==> config.mk <==
export PLATFORM = sky130hd
export DESIGN_NAME = sma_crossover_detector_core_flat
export DESIGN_NICKNAME = d
export VERILOG_FILES = /design/src/rtl/sma_pkg.sv /design/src/rtl/sma_if.sv /design/src/rtl/sma_win.sv /design/src/rtl/sma_cmp.sv /design/src/rtl/sma_crossover_detector_core.sv /design/src/flat_wrapper.sv
export SDC_FILE = /design/constraint.sdc
export NUM_CORES = 2
export LEC_CHECK = 0
export BUFFER_PORTS_ARGS = -buffer_cell sky130_fd_sc_hd__buf_2
export CORE_MARGIN = 2
export CORE_UTILIZATION = 51
export CTS_BUF_LIST = sky130_fd_sc_hd__clkbuf_8
export DETAILED_ROUTE_END_ITERATION = 10
export PLACE_DENSITY = 0.67
export SYNTH_ARGS = -nofsm -noshare
export SYNTH_HDL_FRONTEND = slang
export SYNTH_SLANG_ARGS = --single-unit
==> constraint.sdc <==
create_clock -name clock -period 159.9 [get_ports clock]
set_input_delay 31.98 -clock clock [delete_from_list [all_inputs] [get_ports clock]]
set_output_delay 31.98 -clock clock [all_outputs]
set_load 0.005 [all_outputs]
==> src/rtl/sma_pkg.sv <==
// Package for the moving-average crossover detector.
// Holds field widths, signal codes and relation codes shared by all files.
// Depends on nothing.
package sma_pkg;

   // Widths of the item fields.
   localparam int PRICE_W     = 32;
   localparam int SIGNAL_W    = 2;
   localparam int SHORT_SUM_W = 37;
   localparam int LONG_SUM_W  = 38;

   typedef logic [SIGNAL_W-1:0] signal_type;
   typedef logic [1:0]          relation_type;

   // Trade signal codes carried on the result channel.
   localparam signal_type SIG_NONE = 2'd0;
   localparam signal_type SIG_BUY  = 2'd1;
   localparam signal_type SIG_SELL = 2'd2;

   // Relation of the short average to the long average.
   localparam relation_type REL_EQUAL   = 2'd0;
   localparam relation_type REL_LESS    = 2'd1;
   localparam relation_type REL_GREATER = 2'd2;

endpackage

==> src/rtl/sma_if.sv <==
// Valid/ready channel interfaces for the crossover detector.
// sma_req_if carries one price per item, sma_rsp_if one result per item.
// Depends on sma_pkg.
interface sma_req_if;
   import sma_pkg::*;

   logic               valid;
   logic               ready;
   logic [PRICE_W-1:0] price;

   modport source (output valid, output price, input ready);
   modport sink   (input valid, input price, output ready);
endinterface

interface sma_rsp_if;
   import sma_pkg::*;

   logic                   valid;
   logic                   ready;
   signal_type             signal;
   logic [PRICE_W-1:0]     price_out;
   logic [SHORT_SUM_W-1:0] short_sum;
   logic [LONG_SUM_W-1:0]  long_sum;

   modport source (output valid, output signal, output price_out, output short_sum,
                   output long_sum, input ready);
   modport sink   (input valid, input signal, input price_out, input short_sum,
                   input long_sum, output ready);
endinterface

==> src/rtl/sma_win.sv <==
// Price history shift line, running window sums and warm-up count.
// The effective window counts and the warm flag follow the stored state.
// Depends on sma_pkg.
module sma_win #(
   parameter int SHORT_WINDOW = 20,
   parameter int LONG_WINDOW  = 50
) (
   input  logic                                            clock,
   input  logic                                            reset,
   input  logic                                            load,
   input  logic [sma_pkg::PRICE_W-1:0]                     price_in,
   output logic [sma_pkg::PRICE_W+$clog2(SHORT_WINDOW+1)-1:0] short_total,
   output logic [sma_pkg::PRICE_W+$clog2(LONG_WINDOW+1)-1:0]  long_total,
   output logic [$clog2(SHORT_WINDOW+1)-1:0]               n_short,
   output logic [$clog2(LONG_WINDOW+1)-1:0]                n_long,
   output logic                                            warm
);
   import sma_pkg::*;

   localparam int HIST_DEPTH = (SHORT_WINDOW > LONG_WINDOW) ? SHORT_WINDOW : LONG_WINDOW;
   localparam int CNT_W      = $clog2(HIST_DEPTH + 1);
   localparam int NS_W       = $clog2(SHORT_WINDOW + 1);
   localparam int NL_W       = $clog2(LONG_WINDOW + 1);
   localparam int S_TOT_W    = PRICE_W + NS_W;
   localparam int L_TOT_W    = PRICE_W + NL_W;

   logic [PRICE_W-1:0] hist_ff [HIST_DEPTH];
   logic [CNT_W-1:0]   seen_ff;
   logic [CNT_W-1:0]   seen_in;
   logic [S_TOT_W-1:0] short_total_ff;
   logic [S_TOT_W-1:0] short_total_in;
   logic [L_TOT_W-1:0] long_total_ff;
   logic [L_TOT_W-1:0] long_total_in;
   logic [PRICE_W-1:0] short_leave;
   logic [PRICE_W-1:0] long_leave;
   logic               short_full;
   logic               long_full;

   // A window is full once it has seen as many prices as it is long.
   assign short_full = (seen_ff >= CNT_W'(SHORT_WINDOW));
   assign long_full  = (seen_ff >= CNT_W'(LONG_WINDOW));

   // The price that drops out of each window; tap 0 holds the newest price.
   assign short_leave = short_full ? hist_ff[SHORT_WINDOW-1] : '0;
   assign long_leave  = long_full  ? hist_ff[LONG_WINDOW-1]  : '0;

   // Running sums add the new price and drop the oldest one in one step.
   assign short_total_in = short_total_ff + S_TOT_W'(price_in) - S_TOT_W'(short_leave);
   assign long_total_in  = long_total_ff  + L_TOT_W'(price_in) - L_TOT_W'(long_leave);
   assign seen_in        = (seen_ff == CNT_W'(HIST_DEPTH)) ? seen_ff : seen_ff + CNT_W'(1);

   // History shift line, no reset: an entry is only read after it was written.
   always_ff @(posedge clock) begin
      if (load) begin
         hist_ff[0] <= price_in;
         for (int i = 1; i < HIST_DEPTH; i++) begin
            hist_ff[i] <= hist_ff[i-1];
         end
      end
   end

   // Sums and item count.
   always_ff @(posedge clock) begin
      if (reset) begin
         short_total_ff <= '0;
         long_total_ff  <= '0;
         seen_ff        <= '0;
      end else if (load) begin
         short_total_ff <= short_total_in;
         long_total_ff  <= long_total_in;
         seen_ff        <= seen_in;
      end
   end

   // Effective counts for the division-free comparison.
   assign short_total = short_total_ff;
   assign long_total  = long_total_ff;
   assign n_short     = short_full ? NS_W'(SHORT_WINDOW) : seen_ff[NS_W-1:0];
   assign n_long      = long_full  ? NL_W'(LONG_WINDOW)  : seen_ff[NL_W-1:0];
   assign warm        = long_full;

endmodule

==> src/rtl/sma_cmp.sv <==
// Average comparison by cross-multiplication and crossover decision.
// Keeps the relation of the previous item to detect a cross.
// Depends on sma_pkg.
module sma_cmp #(
   parameter int SHORT_WINDOW = 20,
   parameter int LONG_WINDOW  = 50
) (
   input  logic                                            clock,
   input  logic                                            reset,
   input  logic                                            load,
   input  logic [sma_pkg::PRICE_W+$clog2(SHORT_WINDOW+1)-1:0] short_total,
   input  logic [sma_pkg::PRICE_W+$clog2(LONG_WINDOW+1)-1:0]  long_total,
   input  logic [$clog2(SHORT_WINDOW+1)-1:0]               n_short,
   input  logic [$clog2(LONG_WINDOW+1)-1:0]                n_long,
   input  logic                                            warm,
   output sma_pkg::signal_type                             signal
);
   import sma_pkg::*;

   localparam int NS_W    = $clog2(SHORT_WINDOW + 1);
   localparam int NL_W    = $clog2(LONG_WINDOW + 1);
   localparam int S_TOT_W = PRICE_W + NS_W;
   localparam int L_TOT_W = PRICE_W + NL_W;
   localparam int PROD_W  = S_TOT_W + NL_W;

   logic [PROD_W-1:0] lhs;
   logic [PROD_W-1:0] rhs;
   relation_type      relation;
   relation_type      prev_rel_ff;

   // short_total / n_short against long_total / n_long without a divider.
   assign lhs = PROD_W'(short_total) * PROD_W'(n_long);
   assign rhs = PROD_W'(long_total) * PROD_W'(n_short);

   always_comb begin
      priority if (lhs < rhs) begin
         relation = REL_LESS;
      end else if (lhs > rhs) begin
         relation = REL_GREATER;
      end else begin
         relation = REL_EQUAL;
      end
   end

   // A cross is reported only once the long window has filled.
   always_comb begin
      signal = SIG_NONE;
      if (warm) begin
         priority if (prev_rel_ff == REL_LESS && relation != REL_LESS) begin
            signal = SIG_BUY;
         end else if (prev_rel_ff == REL_GREATER && relation != REL_GREATER) begin
            signal = SIG_SELL;
         end else begin
            signal = SIG_NONE;
         end
      end
   end

   // Relation remembered for the next item, also during warm-up.
   always_ff @(posedge clock) begin
      if (reset) begin
         prev_rel_ff <= REL_EQUAL;
      end else if (load) begin
         prev_rel_ff <= relation;
      end
   end

endmodule

==> src/rtl/sma_crossover_detector_core.sv <==
// Moving-average crossover detector, top level.
// Throughput: one item per cycle while the result side takes results; the window sums
// update in the accept cycle, and the cross-multiply compare runs once the result register
// is free, loading its result into the result register.
// Reset (synchronous, active high) clears sums, count, relation and valid flags;
// the price history is not cleared and needs no clearing pass.
module sma_crossover_detector_core #(
   parameter int SHORT_WINDOW = 20,
   parameter int LONG_WINDOW  = 50
) (
   input logic       clock,
   input logic       reset,
   sma_req_if.sink   req_bus,
   sma_rsp_if.source rsp_bus
);
   import sma_pkg::*;

   localparam int NS_W    = $clog2(SHORT_WINDOW + 1);
   localparam int NL_W    = $clog2(LONG_WINDOW + 1);
   localparam int S_TOT_W = PRICE_W + NS_W;
   localparam int L_TOT_W = PRICE_W + NL_W;

   logic                   accept;
   logic                   out_free;
   logic                   stage_move;
   logic                   stage_valid_ff;
   logic                   stage_valid_in;
   logic [PRICE_W-1:0]     stage_price_ff;
   logic                   rsp_valid_ff;
   logic                   rsp_valid_in;
   signal_type             rsp_signal_ff;
   logic [PRICE_W-1:0]     rsp_price_ff;
   logic [SHORT_SUM_W-1:0] rsp_short_ff;
   logic [LONG_SUM_W-1:0]  rsp_long_ff;
   logic [S_TOT_W-1:0]     short_total;
   logic [L_TOT_W-1:0]     long_total;
   logic [NS_W-1:0]        n_short;
   logic [NL_W-1:0]        n_long;
   logic                   warm;
   signal_type             signal;
   logic [S_TOT_W+SHORT_SUM_W-1:0] short_ext;
   logic [L_TOT_W+LONG_SUM_W-1:0]  long_ext;

   // Handshake: the result register is free when empty or being taken.
   assign out_free      = !rsp_valid_ff || rsp_bus.ready;
   assign stage_move    = stage_valid_ff && out_free;
   assign req_bus.ready = !stage_valid_ff || out_free;
   assign accept        = req_bus.valid && req_bus.ready;

   assign stage_valid_in = accept ? 1'b1 : (stage_move ? 1'b0 : stage_valid_ff);
   assign rsp_valid_in   = stage_move ? 1'b1 : (rsp_bus.ready ? 1'b0 : rsp_valid_ff);

   // Window state advances at accept; it then describes the item in the compare stage.
   sma_win #(
      .SHORT_WINDOW (SHORT_WINDOW),
      .LONG_WINDOW  (LONG_WINDOW)
   ) u_win (
      .clock       (clock),
      .reset       (reset),
      .load        (accept),
      .price_in    (req_bus.price),
      .short_total (short_total),
      .long_total  (long_total),
      .n_short     (n_short),
      .n_long      (n_long),
      .warm        (warm)
   );

   sma_cmp #(
      .SHORT_WINDOW (SHORT_WINDOW),
      .LONG_WINDOW  (LONG_WINDOW)
   ) u_cmp (
      .clock       (clock),
      .reset       (reset),
      .load        (stage_move),
      .short_total (short_total),
      .long_total  (long_total),
      .n_short     (n_short),
      .n_long      (n_long),
      .warm        (warm),
      .signal      (signal)
   );

   // Sums are reported at the fixed field widths.
   assign short_ext = (S_TOT_W + SHORT_SUM_W)'(short_total);
   assign long_ext  = (L_TOT_W + LONG_SUM_W)'(long_total);

   // Valid flags of the compare stage and the result register.
   always_ff @(posedge clock) begin
      if (reset) begin
         stage_valid_ff <= 1'b0;
         rsp_valid_ff   <= 1'b0;
      end else begin
         stage_valid_ff <= stage_valid_in;
         rsp_valid_ff   <= rsp_valid_in;
      end
   end

   // Payload registers.
   always_ff @(posedge clock) begin
      if (accept) begin
         stage_price_ff <= req_bus.price;
      end
      if (stage_move) begin
         rsp_signal_ff <= signal;
         rsp_price_ff  <= stage_price_ff;
         rsp_short_ff  <= short_ext[SHORT_SUM_W-1:0];
         rsp_long_ff   <= long_ext[LONG_SUM_W-1:0];
      end
   end

   assign rsp_bus.valid     = rsp_valid_ff;
   assign rsp_bus.signal    = rsp_signal_ff;
   assign rsp_bus.price_out = rsp_price_ff;
   assign rsp_bus.short_sum = rsp_short_ff;
   assign rsp_bus.long_sum  = rsp_long_ff;

endmodule

==> src/flat_wrapper.sv <==
// flat-port wrapper written by rule: the top's interface ports become plain ports
module sma_crossover_detector_core_flat import sma_pkg::*;
#(
   parameter int SHORT_WINDOW = 20,
   parameter int LONG_WINDOW  = 50
)
  (clock, reset, req_bus_valid, req_bus_price, req_bus_ready, rsp_bus_valid, rsp_bus_signal, rsp_bus_price_out, rsp_bus_short_sum, rsp_bus_long_sum, rsp_bus_ready);
  sma_req_if req_bus_i ();
  sma_rsp_if rsp_bus_i ();
  input logic clock;
  input logic reset;
  input wire logic [$bits(req_bus_i.valid)-1:0] req_bus_valid;
  input wire logic [$bits(req_bus_i.price)-1:0] req_bus_price;
  output wire logic [$bits(req_bus_i.ready)-1:0] req_bus_ready;
  output wire logic [$bits(rsp_bus_i.valid)-1:0] rsp_bus_valid;
  output wire logic [$bits(rsp_bus_i.signal)-1:0] rsp_bus_signal;
  output wire logic [$bits(rsp_bus_i.price_out)-1:0] rsp_bus_price_out;
  output wire logic [$bits(rsp_bus_i.short_sum)-1:0] rsp_bus_short_sum;
  output wire logic [$bits(rsp_bus_i.long_sum)-1:0] rsp_bus_long_sum;
  input wire logic [$bits(rsp_bus_i.ready)-1:0] rsp_bus_ready;
  assign req_bus_i.valid = req_bus_valid;
  assign req_bus_i.price = req_bus_price;
  assign req_bus_ready = req_bus_i.ready;
  assign rsp_bus_valid = rsp_bus_i.valid;
  assign rsp_bus_signal = rsp_bus_i.signal;
  assign rsp_bus_price_out = rsp_bus_i.price_out;
  assign rsp_bus_short_sum = rsp_bus_i.short_sum;
  assign rsp_bus_long_sum = rsp_bus_i.long_sum;
  assign rsp_bus_i.ready = rsp_bus_ready;
  sma_crossover_detector_core #(.SHORT_WINDOW(SHORT_WINDOW), .LONG_WINDOW(LONG_WINDOW)) u_core (.clock(clock), .reset(reset), .req_bus(req_bus_i), .rsp_bus(rsp_bus_i));
endmodule
# --- After elaboration in Yosys (flattened, before gate mapping) ---
# Memories as Yosys holds them, arrays and structs flattened.
# Cells that the tools add are included.
# Widths: inputs -> output; s select.
totals:
  mem_count: 1
  wordCells: 57
  latchBits: 0
  romBits: 0
  out_inout_bits: 111
  input_bits: 36
  ram_bits: 1600
  regBits: 226
classes:
  n_mux: 14
  n_lt_le_gt_ge: 4
  shift: 0
  n_div: 0
  bitwise: 2
  reduce_logical: 12
  addsub: 5
  n_mul: 2
  n_eq_ne: 5
memory_table:
  columns: ["memory", "words", "word_bits", "rd", "rd_clocked_by_memory_dff", "wr", "line", "text"]
  rows:
  - ["u_core.u_win.hist_ff", 50, 32, 50, 0, 50, "sma_win.sv:27", "logic [PRICE_W-1:0] hist_ff [HIST_DEPTH];"]
op_table:
  columns: ["cell", "n"]
  rows:
  - ["$mux 32", 2]
  - ["$gt 43x43->1", 1]
  - ["$lt 43x43->1", 1]
  - ["$mul 37x6->43", 1]
  - ["$mul 38x5->43", 1]
  - ["$add 38x32->38", 1]
  - ["$sub 38x32->38", 1]
  - ["$add 37x32->37", 1]
  - ["$sub 37x32->37", 1]
  - ["$mux 1", 7]
  - ["$add 6x1->6 const B", 1]
  - ["$eq 6x6->1 const B", 1]
  - ["$ge 6x5->1 const B", 1]
  - ["$ge 6x6->1 const B", 1]
  - ["$mux 2", 3]
  - ["$mux 6", 1]
  - ["$mux 5", 1]
  - ["$logic_and 1x1->1", 4]
  - ["$reduce_bool 2->1", 2]
  - ["$eq 2x1->1 const B", 1]
  - ["$eq 2x2->1 const B", 1]
  - ["$logic_not 1->1", 2]
  - ["$logic_or 1x1->1", 2]
  - ["$ne 2x1->1 const B", 1]
  - ["4 further kinds", 5]

# --- Logic depth before layout (Yosys ltp) ---
logic_depth:
  word_depth: 10
  mapped_depth: 39
  ltp_nobuf: 35

# --- Cells and area by module ---
# A second synthesis with hierarchy kept.
hier_totals:
  cells_unflattened: 4750
  area_unflattened_um2: 76271.9
modules_own_cells:
  columns: ["module", "n_inst", "seq_area_each_um2", "area_each_um2", "cells_per_inst"]
  rows:
  - ["sma_win", 1, 49667.6, 57541.4, 2815]
  - ["sma_cmp", 1, 40.0, 14392.6, 1784]
  - ["sma_crossover_detector_core", 1, 4274.1, 4337.9, 151]

# --- Worst setup path after synthesis ---
# Ideal clock, no wire load.
synth_timing:
  path_kind: "input to register"
  startpoint: "input rsp_bus_ready"
  endpoint: "register u_core.u_win.long_total_ff[15], in the netlist u_core.u_win.long_total[15]"
  n_path_buf: 2
  setup_slack_ns: 81.377
  required_ns: 157.841
  t_arrival_ns: 76.464
  path_stages: 7
  setup_ns: 2.059
  cell_sequence: "nor2b_1 nand2_1 nand2_1 clkinv_1 clkbuf_1 buf_1 a211oi_1"
synth_between:
  elab_chain_len: 3
synth_rtl:
  columns: ["item", "line", "text"]
  rows:
  - ["start, declared", "flat_wrapper.sv:20", "input wire logic [$bits(rsp_bus_i.ready)-1:0] rsp_bus_ready;"]
  - ["$logic_or 1x1->1", "sma_crossover_detector_core.sv:45", "assign out_free = !rsp_valid_ff || rsp_bus.ready;"]
  - ["$logic_or 1x1->1", "sma_crossover_detector_core.sv:47", "assign req_bus.ready = !stage_valid_ff || out_free;"]
  - ["named net req_bus_ready", "flat_wrapper.sv:14", "output wire logic [$bits(req_bus_i.ready)-1:0] req_bus_ready;"]
  - ["$logic_and 1x1->1", "sma_crossover_detector_core.sv:48", "assign accept = req_bus.valid && req_bus.ready;"]
  - ["named net u_core.accept", "sma_crossover_detector_core.sv:23", "logic accept;"]
  - ["end signal, assigned", "sma_win.sv:70", "long_total_ff <= long_total_in;"]
  - ["end, declared", "sma_win.sv:32", "logic [L_TOT_W-1:0] long_total_ff;"]
# The timed path passes the listed nets, and every way through them passes these cells.
# A chain may end at the register's enable or synchronous reset.

# --- Worst setup path in the final report ---
layout_timing:
  startpoint: "input rsp_bus_ready"
  endpoint: "output req_bus_ready"
layout_between:
  elab_chain_len: 2
layout_rtl:
  columns: ["item", "line"]
  rows:
  - ["$logic_or 1x1->1", "sma_crossover_detector_core.sv:45"]
  - ["$logic_or 1x1->1", "sma_crossover_detector_core.sv:47"]
  - ["end, declared", "flat_wrapper.sv:14"]
# Every way passes these cells.

==> flow_metrics.py <==
metrics = {
    "outcome": {
        "status": "finished, final reports clean",
    },
    "cells_and_area": {
        "fin_nets": 5627,
        "syn2layout_area_growth_pct": 11.1,
        "final_common_cell": "edfxtp_1",
        "drive_above_1_share_pct": 10.8,
        "final_cell_mix": "edfxtp_1, inv_1, fa_1",
        "n_fill_cell": 11300,
        "utilization_pct": 56.9,
    },
    "power_and_ir_drop": {
        "p_clk_share_pct": 30.9,
        "seqPwrFrac_pct": 50.8,
        "total_power_mw": 1.15,
        "irDropWorstVdd_mv": 0.0110,
        "p_switching_mw": 0.325,
        "p_leak_nw": 32.7,
        "pwr_density_cell_nw_per_um2": 13.9,
        "pwr-share-comb_pct": 18.3,
        "intPower_mw": 0.826,
        "switching_share_pct": 28.2,
    },
    "yosys": {
        "seq_area_frac_synth_pct": 71.3,
        "synth_flop_cell": "edfxtp_1",
        "synth-edff-count": 1709,
        "yosys-top-cells-area": "edfxtp_1, fa_1, ha_1",
        "syn_avg_cell_area_um2": 15.9,
        "synth-async-reset-ratio_pct": 0,
        "yosysTopAreaCellShare_pct": 69.1,
        "ys_warn_count": 0,
        "syn-num-nets": 5260,
        "syn_inst": 4689,
        "yosysUniqueCellTypes": 87,
        "synth_area_um2": 74300,
        "yosys.area.top_type": "edfxtp_1",
        "ys_ff_latch": 1794,
    },
    "cts": {
        "htreeDepth": 5,
        "post_cts_resized": 0,
        "cts_tree": "built",
        "clk_pin_slew_worst_paths_ns": 0.06,
        "numCtsBuffers": 301,
        "cts_hold_buf": 0,
        "post_cts_buffers": 0,
        "insertion_delay_ns": 0.98,
        "cts_root_buf": "clkbuf_8",
        "clock_sinks": 1794,
        "cts_buffer_depth": 4,
    },
    "detailed_routing": {
        "first_iter_violations": 2814,
        "drt.antenna.violating_nets": 0,
        "wirelength_mm": 131,
        "num_vias": 36800,
        "post_drt_via_cell_ratio": 5.12,
        "drcViolationCount": 0,
        "dr.pass1.iters": 6,
        "wl_per_cell_um": 18.2,
    },
    "timing": {
        "final_hold_viol_count": 0,
        "fin_hold_ws_ns": 0.374,
        "skew_ns": 0.0863,
        "timing.slew.headroom_pct": 19.6,
        "slew_viol_final": 0,
        "min_period_over_period_pct": 40.4,
        "period_needed_ns": 64.55,
        "fmax_ghz": 0.0155,
        "setup_tns_ns": 0,
        "rsz0062_at_grt": "false",
        "worst_pin_slew_ns": 1.20,
        "setup_viol_count_final": 0,
    },
    "setup_path": {
        "cp.arrival_ns": 32.57,
        "ff2ff_setup_slack_ns": 149.34,
        "reg2reg_depth": 36,
        "timing.rr.start": "u_core.u_win.seen_ff[0]",
        "end_kind": "primary output",
        "crit_type": "in -> out",
        "critPathRequiredTime_ns": 127.92,
        "rr_endpoint": "u_core.rsp_bus.signal[1]",
        "cp_max_fo": 4,
        "setup.worst_path.start_class": "primary input",
    },
    "worst_hold_path": {
        "hold_depth": 0,
        "min_from": "u_core.u_win.hist_ff[1][461]",
        "holdPathEnd": "u_core.u_win.hist_ff[1][493]",
        "hold_class": "reg -> reg",
    },
    "global_routing": {
        "grt_max_degree": 217,
        "grt_pass1_vias": 36800,
        "grt_antenna_before_repair": 4,
        "grt_pass1_wl_mm": 201,
        "overflow": 0,
        "grt_use_total_pct": 17.6,
    },
    "floorplan": {
        "rows": 140,
        "fp.dieH_um": 386,
        "start_util_pct": 51.2,
        "die-area_um2": 149000,
        "ioPinCount": 147,
        "dieWidth_um": 386,
        "core_um2": 145000,
    },
    "place": {
        "port_buffers": 146,
        "dp_hpwl_mm": 86.0,
        "gp_congestion": 0.837,
    },
    "run": {
        "max_cap_violations": 0,
    },
}
## worst max-delay path: stages
cell	delay, ns
buf_2	0.09
nor2b_1	0.20
nand2_1	0.14
buf_2	0.15
## through the flow
stage / instances / setup slack [ns] / cell area [um^2]
3_5_place_dp: 6670 / 95.36 / 77300
4_1_cts: 7181 / 95.36 / 82600
6_report: 7184 / 95.35 / 82600
3_3_place_gp: 6670 / 95.28 / 77300
5_1_grt: 7184 / 95.31 / 82600
2_1_floorplan: 4689 / 81.38 / 74300
## cell type report
| cell class | count | area [um^2] | area share (%) |
|---|---|---|---|
| Multi-Input combinational cell | 2198 | 18700 | 22.7 |
| Timing Repair Buffer | 176 | 1010 | 1.22 |
| Sequential cell | 1794 | 53000 | 64.2 |
| Inverter | 585 | 2210 | 2.67 |
| Antenna cell | 3 | 7.51 | 0.00909 |
| Clock inverter | 201 | 946 | 1.15 |
| Tap cell | 1917 | 2400 | 2.90 |
| Clock buffer | 310 | 4270 | 5.17 |
## layer usage
metal | part of all wire (%) | vias up | GRT usage (%)
met5 | 0 | - | 0
met4 | 3.3 | 0 | 7.32
met3 | 5.5 | 277 | 4.04
met2 | 43 | 905 | 25.4
met1 | 48 | 18200 | 26.1
li1 | - | 17300 | -
## registers in the layout, summed over array words and instances (netlist names)
signal	cells
u_core.u_win.hist_ff	1569
u_core.rsp_bus.long_sum	38
u_core.u_win.long_total	38
u_core.rsp_bus.short_sum	37
u_core.u_win.short_total	37
u_core.rsp_bus.price_out	32
u_core.stage_price_ff	31
u_core.u_win.seen_ff	6
u_core.rsp_bus.signal	2
u_core.u_cmp.prev_rel_ff	2
u_core.rsp_bus.valid	1
u_core.stage_valid_ff	1
## worst max path at each step
| stage | start | endpoint | slack (ns) | cells past startpoint |
|---|---|---|---|---|
| CTS | rsp_bus_ready | req_bus_ready | 95.36 | 4 |
| floorplan | rsp_bus_ready | u_core.u_win.long_total[15] | 81.38 | 7 |
| global route | rsp_bus_ready | req_bus_ready | 95.31 | 4 |
| finish | rsp_bus_ready | req_bus_ready | 95.35 | 4 |
| detailed placement | rsp_bus_ready | req_bus_ready | 95.36 | 4 |
| global placement | rsp_bus_ready | req_bus_ready | 95.28 | 4 |
## kinds of logic (layout without fill, tap and decap cells)
logic type	after synthesis	in the layout	synth area share [%]
AO/OA/AOI/OAI	559	559	4.90
multiplexers	2	2	0.0269
adder cells (fa/ha/maj)	535	535	12.2
buffers and inverters	697	1272	3.53
AND/OR/NAND/NOR	966	966	6.43
other	0	3	0
flip-flops	1794	1794	71.3
XOR/XNOR	136	136	1.60
## power by group through the flow
| stage | logic [mW] | registers (mW) | clock network (mW) |
|---|---|---|---|
| 6_report | 0.211 | 0.585 | 0.356 |
| 5_1_grt | 0.237 | 0.588 | 0.389 |
| 4_1_cts | 0.210 | 0.585 | 0.370 |
| 3_5_place_dp | 0.209 | 0.594 | 0 |
| 3_3_place_gp | 0.206 | 0.593 | 0 |
| 2_1_floorplan | 0.161 | 0.619 | 0 |
## Yosys cell counts, drive strengths merged, types with 3 or more instances
cell and n:
nor2b 58, buf 8, nor3 50, o31a 4, or4 4, a2111oi 3
and2 170, o22ai 3, a211o 3, and3 84, or3 8, o21ai 83
a31oi 18, xnor2 86, clkbuf 104, nand4 28, ha 222, a21oi 211
o211ai 8, inv 584, o31ai 7, a211oi 19, or2 5, o21a 26
a41oi 3, o221ai 4, xor2 50, nor2 219, and4 6, a31o 6
fa 313, edfxtp 1709, nand3 31, dfxtp 85, o21bai 21, nand2 269
a22o 5, a21o 106, a221oi 5, nand3b 4, nand2b 19
Note: power is estimated with default switching activity, not from simulation.
